[config.mk]
export PLATFORM = sky130hd
export DESIGN_NAME = six_bit_text_to_binary_decoder
export DESIGN_NICKNAME = d
export VERILOG_FILES = /design/src/rtl/sdec_pkg.sv /design/src/rtl/six_bit_text_to_binary_decoder.sv
export SDC_FILE = /design/constraint.sdc
export NUM_CORES = 1
export LEC_CHECK = 0
export BUFFER_PORTS_ARGS = -buffer_cell sky130_fd_sc_hd__buf_4
export CORE_UTILIZATION = 62
export CTS_BUF_LIST = sky130_fd_sc_hd__clkbuf_2 sky130_fd_sc_hd__clkbuf_4 sky130_fd_sc_hd__clkbuf_8
export CTS_CLUSTER_SIZE = 25
export DETAILED_ROUTE_END_ITERATION = 16
export GPL_ROUTABILITY_DRIVEN = 0
export PLACE_DENSITY = 0.83
export SLEW_MARGIN = 10
export SYNTH_ARGS = -nofsm -noshare
export SYNTH_HDL_FRONTEND = slang
export SYNTH_SLANG_ARGS = --single-unit
[constraint.sdc]
create_clock -name clk_i -period 11.5 [get_ports clk_i]
set_input_delay 1.725 -clock clk_i [delete_from_list [all_inputs] [get_ports clk_i]]
set_output_delay 1.725 -clock clk_i [all_outputs]
set_load 0.02 [all_outputs]
[src/rtl/sdec_pkg.sv]
// ----------------------------------------------------------------------------
// Six-bit text decoder package
// Result kinds, status codes, character codes and the result record that the
// decoder and its output stages share.
// ----------------------------------------------------------------------------
package sdec_pkg;

  // Width of the decoded byte counter and the limit register.
  localparam int unsigned CountWidth = 29;

  // Limit after reset: 2^28 decoded bytes.
  localparam logic [CountWidth-1:0] LimitReset = 29'h1000_0000;

  // Character codes of the encoded text.
  localparam logic [7:0] ChLf     = 8'h0a;
  localparam logic [7:0] ChCr     = 8'h0d;
  localparam logic [7:0] ChEsc    = 8'h7e;
  localparam logic [7:0] AlphaLo  = 8'h30;
  localparam logic [7:0] AlphaHi  = 8'h6f;
  localparam logic [7:0] CountHi  = 8'h7e;
  localparam logic [6:0] GroupLen = 7'd3;

  // Input request types.
  typedef enum logic {
    REQ_BODY = 1'b0,
    REQ_END  = 1'b1
  } req_e;

  // Result kinds.
  typedef enum logic [1:0] {
    KIND_GROUP  = 2'd0,
    KIND_RUN    = 2'd1,
    KIND_STATUS = 2'd2
  } kind_e;

  // Final status codes.
  typedef enum logic [2:0] {
    ST_OK       = 3'd0,
    ST_BADCHAR  = 3'd1,
    ST_ESCBREAK = 3'd2,
    ST_BADCOUNT = 3'd3,
    ST_LIMIT    = 3'd4,
    ST_TRUNC    = 3'd5,
    ST_EMPTY    = 3'd6
  } status_e;

  // One result item as it moves through the output stages.
  typedef struct packed {
    kind_e                 kind;
    logic [7:0]            byte_high;
    logic [7:0]            byte_mid;
    logic [7:0]            byte_low;
    logic [6:0]            run_length;
    status_e               status;
    logic [CountWidth-1:0] raw_size;
    logic [1:0]            strip_count;
  } result_t;

endpackage

[src/rtl/six_bit_text_to_binary_decoder.sv]
// ----------------------------------------------------------------------------
// Six-bit text to binary decoder
// Decodes the body of a six-bit text encoding into groups of three bytes and
// runs of NUL bytes, and reports a final status at the end of each body.
// ----------------------------------------------------------------------------
//
// Usage:
//   The input channel (in_valid_i / in_stall_o) carries one body character or
//   an end-of-body marker per transfer. The output channel (out_valid_o /
//   out_stall_i) carries at most one result per input transfer: a decoded
//   group of three bytes, a NUL run length, or the final status record.
//   The limit register is written through cfg_we_i / cfg_wdata_i; the user
//   must write it only while the block is idle: the block does not enforce it.
//
//   A result is registered into the output register at the edge of its input
//   transfer, or into the skid register while the output register stalls.
//   Throughput is one item per cycle while in_stall_o is low; the decode, the
//   limit add and compare and the state update all finish in the transfer cycle.
//
//   Reset clears the decoder state and sets the limit to 2^28 bytes.
//   When the receiver stalls, the output register holds its result and a
//   skid register takes one more; in_stall_o rises only when both are full.
//
module six_bit_text_to_binary_decoder (
  input  logic        clk_i,
  input  logic        rst_ni,
  // Configuration
  input  logic        cfg_we_i,
  input  logic [28:0] cfg_wdata_i,
  // Input channel
  input  logic        in_valid_i,
  output logic        in_stall_o,
  input  logic        req_type_i,
  input  logic [7:0]  byte_value_i,
  // Output channel
  output logic        out_valid_o,
  input  logic        out_stall_i,
  output logic [1:0]  kind_o,
  output logic [7:0]  byte_high_o,
  output logic [7:0]  byte_mid_o,
  output logic [7:0]  byte_low_o,
  output logic [6:0]  run_length_o,
  output logic [2:0]  status_o,
  output logic [28:0] raw_size_o,
  output logic [1:0]  strip_count_o
);

  localparam int unsigned CW = sdec_pkg::CountWidth;

  // Decoder state.
  logic [CW-1:0]       limit_q;
  logic [1:0]          fill_q, fill_d;
  logic [5:0]          gval_q [3];
  logic [5:0]          gval_d [3];
  logic                esc_q, esc_d;
  logic [CW-1:0]       count_q, count_d;
  logic [1:0]          tnul_q, tnul_d;
  sdec_pkg::status_e   err_q, err_d;

  // Output stages.
  sdec_pkg::result_t   out_q, skid_q, res_d;
  logic                out_valid_q, skid_valid_q;
  logic                res_valid;

  logic                in_xfer;
  logic                out_ready;

  // Decode helpers.
  logic [7:0]          chr;
  logic [5:0]          val;
  logic [6:0]          run;
  logic [6:0]          add_amt;
  logic [CW:0]         sum;
  logic                over;
  logic [7:0]          tnul_sum;
  logic [7:0]          b0, b1, b2;
  logic [1:0]          strip;

  assign in_stall_o = skid_valid_q;
  assign in_xfer    = in_valid_i && !in_stall_o;
  assign out_ready  = !out_valid_q || !out_stall_i;

  assign chr      = byte_value_i;
  assign val      = 6'(chr - sdec_pkg::AlphaLo);
  assign run      = 7'(chr - sdec_pkg::AlphaLo);
  assign add_amt  = esc_q ? run : sdec_pkg::GroupLen;
  assign sum      = {1'b0, count_q} + {{(CW-6){1'b0}}, add_amt};
  assign over     = sum > {1'b0, limit_q};
  assign tnul_sum = {6'b0, tnul_q} + {1'b0, run};

  // Bytes of a completed group, most significant bits first.
  assign b0 = {gval_q[0], gval_q[1][5:4]};
  assign b1 = {gval_q[1][3:0], gval_q[2][5:2]};
  assign b2 = {gval_q[2][1:0], val};

  assign strip = tnul_q;

  // Next state and result for the item in transfer.
  always_comb begin
    fill_d    = fill_q;
    gval_d    = gval_q;
    esc_d     = esc_q;
    count_d   = count_q;
    tnul_d    = tnul_q;
    err_d     = err_q;
    res_valid = 1'b0;
    res_d     = '0;
    res_d.kind   = sdec_pkg::KIND_GROUP;
    res_d.status = sdec_pkg::ST_OK;

    if (in_xfer) begin
      if (req_type_i == sdec_pkg::REQ_END) begin
        // End of body: report and return to the initial state.
        res_valid    = 1'b1;
        res_d.kind   = sdec_pkg::KIND_STATUS;
        res_d.status = err_q;
        if (err_q == sdec_pkg::ST_OK) begin
          if (esc_q || fill_q != 2'd0) begin
            res_d.status = sdec_pkg::ST_TRUNC;
          end else if (count_q <= {{(CW-2){1'b0}}, strip}) begin
            res_d.status = sdec_pkg::ST_EMPTY;
          end else begin
            res_d.raw_size    = count_q;
            res_d.strip_count = strip;
          end
        end
        fill_d  = 2'd0;
        esc_d   = 1'b0;
        count_d = '0;
        tnul_d  = 2'd0;
        err_d   = sdec_pkg::ST_OK;
      end else if (err_q != sdec_pkg::ST_OK) begin
        // Sticky error: body bytes are dropped until the end marker.
      end else if (chr == sdec_pkg::ChLf || chr == sdec_pkg::ChCr) begin
        if (esc_q) begin
          err_d = sdec_pkg::ST_ESCBREAK;
        end
      end else if (esc_q) begin
        // Count character after an escape.
        esc_d = 1'b0;
        if (chr < sdec_pkg::AlphaLo || chr > sdec_pkg::CountHi) begin
          err_d = sdec_pkg::ST_BADCOUNT;
        end else if (run == 7'd0) begin
          // An empty run gives nothing.
        end else if (over) begin
          err_d = sdec_pkg::ST_LIMIT;
        end else begin
          count_d          = sum[CW-1:0];
          tnul_d           = (tnul_sum > 8'd2) ? 2'd2 : tnul_sum[1:0];
          res_valid        = 1'b1;
          res_d.kind       = sdec_pkg::KIND_RUN;
          res_d.run_length = run;
        end
      end else if (chr == sdec_pkg::ChEsc) begin
        esc_d = 1'b1;
      end else if (chr < sdec_pkg::AlphaLo || chr > sdec_pkg::AlphaHi) begin
        err_d = sdec_pkg::ST_BADCHAR;
      end else if (fill_q != 2'd3) begin
        gval_d[fill_q] = val;
        fill_d         = fill_q + 2'd1;
      end else begin
        // Fourth character completes the group.
        fill_d = 2'd0;
        if (over) begin
          err_d = sdec_pkg::ST_LIMIT;
        end else begin
          count_d = sum[CW-1:0];
          if (b2 != 8'd0) begin
            tnul_d = 2'd0;
          end else if (b1 != 8'd0) begin
            tnul_d = 2'd1;
          end else begin
            tnul_d = 2'd2;
          end
          res_valid       = 1'b1;
          res_d.kind      = sdec_pkg::KIND_GROUP;
          res_d.byte_high = b0;
          res_d.byte_mid  = b1;
          res_d.byte_low  = b2;
        end
      end
    end
  end

  // Control state and the limit register.
  always_ff @(posedge clk_i or negedge rst_ni) begin
    if (!rst_ni) begin
      limit_q <= sdec_pkg::LimitReset;
      fill_q  <= 2'd0;
      esc_q   <= 1'b0;
      count_q <= '0;
      tnul_q  <= 2'd0;
      err_q   <= sdec_pkg::ST_OK;
    end else begin
      if (cfg_we_i) begin
        limit_q <= cfg_wdata_i;
      end
      fill_q  <= fill_d;
      esc_q   <= esc_d;
      count_q <= count_d;
      tnul_q  <= tnul_d;
      err_q   <= err_d;
    end
  end

  // Group values are written before they are read; no reset needed.
  always_ff @(posedge clk_i) begin
    gval_q <= gval_d;
  end

  // Output register with a skid register behind it.
  always_ff @(posedge clk_i or negedge rst_ni) begin
    if (!rst_ni) begin
      out_valid_q  <= 1'b0;
      skid_valid_q <= 1'b0;
    end else begin
      if (out_ready) begin
        if (skid_valid_q) begin
          out_valid_q  <= 1'b1;
          skid_valid_q <= 1'b0;
        end else begin
          out_valid_q <= res_valid;
        end
      end else if (res_valid) begin
        skid_valid_q <= 1'b1;
      end
    end
  end

  // Payload of the output stages.
  always_ff @(posedge clk_i) begin
    if (out_ready) begin
      if (skid_valid_q) begin
        out_q <= skid_q;
      end else if (res_valid) begin
        out_q <= res_d;
      end
    end else if (res_valid) begin
      skid_q <= res_d;
    end
  end

  assign out_valid_o   = out_valid_q;
  assign kind_o        = out_q.kind;
  assign byte_high_o   = out_q.byte_high;
  assign byte_mid_o    = out_q.byte_mid;
  assign byte_low_o    = out_q.byte_low;
  assign run_length_o  = out_q.run_length;
  assign status_o      = out_q.status;
  assign raw_size_o    = out_q.raw_size;
  assign strip_count_o = out_q.strip_count;

  // The skid register only fills behind a full output register.
  a_skid_behind_out: assert property (@(posedge clk_i) disable iff (!rst_ni)
    skid_valid_q |-> out_valid_q)
    else $error("skid register holds a result while the output is empty");

  // The skid register fills only while the receiver stalls.
  a_skid_on_stall: assert property (@(posedge clk_i) disable iff (!rst_ni)
    $rose(skid_valid_q) |-> $past(out_valid_q && out_stall_i))
    else $error("skid register filled without a stall");

  // The end marker leaves the decoder in its initial state.
  a_end_clears: assert property (@(posedge clk_i) disable iff (!rst_ni)
    (in_xfer && req_type_i == sdec_pkg::REQ_END) |=>
      (fill_q == 2'd0 && !esc_q && count_q == '0 && err_q == sdec_pkg::ST_OK))
    else $error("decoder state not cleared after end of body");

  // A body transfer never takes the decoded count past the limit.
  a_count_in_limit: assert property (@(posedge clk_i) disable iff (!rst_ni)
    (in_xfer && req_type_i == sdec_pkg::REQ_BODY && count_q <= limit_q) |=>
      (count_q <= limit_q))
    else $error("decoded byte count exceeds the limit");

endmodule

==> impl_metrics.py <==
metrics = {
    "yosys": {
        "synth_area_leaders": "edfxtp_1 (41%), dfrtp_1 (15%), ha_1 (5.5%), and2_1 (3.9%), o21ai_0 (2.6%)",
        "synth-edff-count": 152,
        "ys.flop_type": "edfxtp_1",
        "post_synth_num_cell_types": 71,
        "synth_nets": 1075,
        "synthArstFlopShare_pct": 30.9,
        "ys_ff_latch": 220,
        "synth_cells": 981,
        "syn_area_per_cell_um2": 11.4,
        "syn_area_um2": 11200,
        "yosys_warnings": 0,
        "synth-seq-area-share_pct": 56.0,
        "yosys.area.top_type": "edfxtp_1",
        "synth_top_area_share_pct": 40.8,
    },
    "timing": {
        "clock_skew_ns": 0.0296,
        "drv_slew": 0,
        "rsz0062_at_grt": "no",
        "fmax_ghz": 0.129,
        "tns_ns": 0,
        "period_needed_ns": 7.77,
        "min_period_over_period_pct": 67.5,
        "setup_violations": 0,
        "holdWs_ns": 0.512,
        "tightest_slew_ns": 1.08,
        "hold_viol_final": 0,
        "relSlewSlack_pct": 27.9,
    },
    "clock_network": {
        "holdBufCountCts": 0,
        "worstSkewPairLatency_ns": 0.53,
        "h-tree-depth": 2,
        "cts.repair.resized": 0,
        "post_cts_buffers": 0,
        "clockBufferDepth": 3,
        "clockRootBuffer": "clkbuf_8",
        "cts_buffers": 37,
        "clock_sinks": 220,
        "tritoncts": "yes",
        "path_clk_slew_ns": 0.05,
    },
    "global_routing": {
        "grt_overflow_total": 0,
        "grt_usage_pct": 28.4,
        "grt_pass1_vias": 7883,
        "grt_pass1_wl_mm": 40.7,
        "antenna_found_initial": 1,
        "grt_max_degree": 73,
    },
    "placement": {
        "dpl_cell_area_um2": 12100,
        "dp_hpwl_mm": 17.3,
        "port-buffer-count": 111,
    },
    "routing": {
        "routedWlPerCell_um": 19.3,
        "viasPerCell": 6.20,
        "wl_mm": 25.5,
        "drtIter0Drc": 816,
        "vias": 8208,
        "first_pass_iters": 5,
        "drc": 0,
        "drtAntennaViolNets": 0,
    },
    "die": {
        "die_h_um": 136,
        "die-area_um2": 18600,
        "die_w_um": 136,
        "core-area_um2": 17500,
        "ios": 112,
        "initial_utilization_pct": 64.1,
        "fp-row-count": 48,
    },
    "cells_and_area": {
        "fin_area_um2": 12900,
        "syn_to_final_growth_pct": 15.0,
        "n_antenna_cell": 0,
        "drive_gt1_share_pct": 18.7,
        "layout.nets": 1166,
    },
    "critical_path": {
        "worst_ep_arrival_time_ns": 7.90,
        "cp-start-kind": "primary input",
        "cp_top_family": "simple AND/OR/NAND/NOR gates",
        "cp_slowest_cell": "a2bb2oi_2",
        "reg2reg_depth": 20,
        "cp_cell_sequence": "buf_4 > inv_1 > ha_1 > and2_1 > ha_1 > o21ai_0 > a211oi_2 > nand4_1 > or3_1 > xnor2_1 > ha_1 > nand4_1 > or2_2 > nand3b_1 > nand3b_1 > a2bb2oi_2 > nand2_1 > a21oi_4 > buf_4",
        "crit_path_end_kind": "flip-flop",
        "critPathMostFrequentCell": "ha_1",
        "cp.buffers_inverters": 3,
        "path_class": "in2reg",
        "critical_path_depth": 19,
        "critical_path.max_stage_delay_ns": 0.70,
        "cp_max_fo": 67,
        "critPathRequiredTime_ns": 11.63,
    },
    "min_path": {
        "hold_class": "reg2reg",
        "hold_depth": 2,
    },
    "job": {
        "cap_violations": 0,
    },
    "run_status": {
        "status": "completed",
    },
    "pwr": {
        "vdd_ir_drop_max_mv": 0.0886,
        "power_density_nw_per_um2": 143,
        "p_leak_nw": 5.57,
    },
}
[metrics by stage]
step	util (%)	cells	worst slack, ns	power (mW)
final	73.7	1324	3.73	1.84
after global routing	73.7	1324	3.48	1.91
after CTS	73.7	1324	3.85	1.85
after detailed placement	69.2	1258	3.31	1.11
after global placement	69.2	1258	3.57	1.10
after floorplan	-	981	2.11	1.03
[worst paths after layout]
check,from,end,slack [ns]
worst max-delay path,byte_value_i[4],skid_q[12],3.73
worst min-delay path,limit_q[28],limit_q[28],0.51
worst max register to register,esc_q,skid_q[12],4.63
worst min register to register,limit_q[28],limit_q[28],0.51
max in group asynchronous,rst_ni,in_stall_o,9.52
min in group asynchronous,rst_ni,limit_q[20],1.33
[layer usage]
layer / up-vias / global-route usage (%) / wire [um]
li1: 3810 / - / -
met3: 56 / 6.79 / 2190
met1: 3957 / 38.9 / 10900
met5: - / 0 / 0
met2: 385 / 43.7 / 11700
met4: 0 / 11.6 / 713
[area by class of cell]
type                    count  area, um2
multi-input cells         648       4480
repair buffers            117        878
well taps                 225        282
fillers                  1176       4600
clock inverters            14        164
inverters                  48        180
clock buffers              52        628
flip-flops and latches    220       6270
[synthesized netlist by cell type (13+ instances only)]
library cell,count
nand3_1,37
o211ai_1,14
ha_1,49
nand2_1,66
buf_2,13
a22o_1,31
a21o_1,38
edfxtp_1,152
o21ai_0,59
dfrtp_1,67
nand4_1,17
nor2_1,35
a21oi_1,23
nor3_1,20
and2_1,70
nor2b_1,27
xnor2_1,22
clkbuf_1,42
nor4_1,18
inv_1,48
[flip-flops by register name, indices dropped and copies added (netlist names), 2 cells and up]
register	count
b1	8
err_q	3
count_q	29
strip_count_o	2
kind_o	2
raw_size_o	29
run_length_o	7
fill_q	2
b2	2
status_o	3
byte_low_o	8
b0	8
skid_q	67
limit_q	29
byte_mid_o	8
strip	2
byte_high_o	8
[layout by cell type, fill, tap and decap left out, types with 8 or more instances in the layout]
cell and instances:
a21o_1 38, a21oi_1 22, a22o_1 31, a22oi_1 11, and2_1 70, buf_4 117, clkbuf_4 14, clkbuf_8 38
clkinv_1 8, dfrtp_1 66, edfxtp_1 152, ha_1 49, inv_1 48, nand2_1 66, nand3_1 37, nand4_1 17
nor2_1 35, nor2b_1 27, nor3_1 20, nor4_1 18, o211ai_1 14, o21ai_0 59, xnor2_1 22
[report_power, final]
part           internal (mW)  switching (mW)  total, mW
clock network          0.443           0.304      0.747
logic                 0.0700           0.127      0.197
registers              0.883          0.0143      0.897
[cells by family (layout without fill, tap and decap cells)]
family                     count (synthesis)  after routing  share of synthesized area (%)
AOI/OAI and AO/OA                        232            232                           14.9
muxes                                      4              4                          0.391
xor gates and xnor gates                  27             27                           2.11
buffers and inverters                    113            231                           4.23
DFF                                      220            220                           56.0
adders and majority gates                 51             51                           5.83
and+or+nand+nor                          334            334                           16.6
[worst min-delay path: stages, from the launching register on]
cell     delay, ns
dfstp_2       0.35
inv_1         0.06
o21ai_0       0.09
No activity file was read; power rests on OpenSTA's default activity.
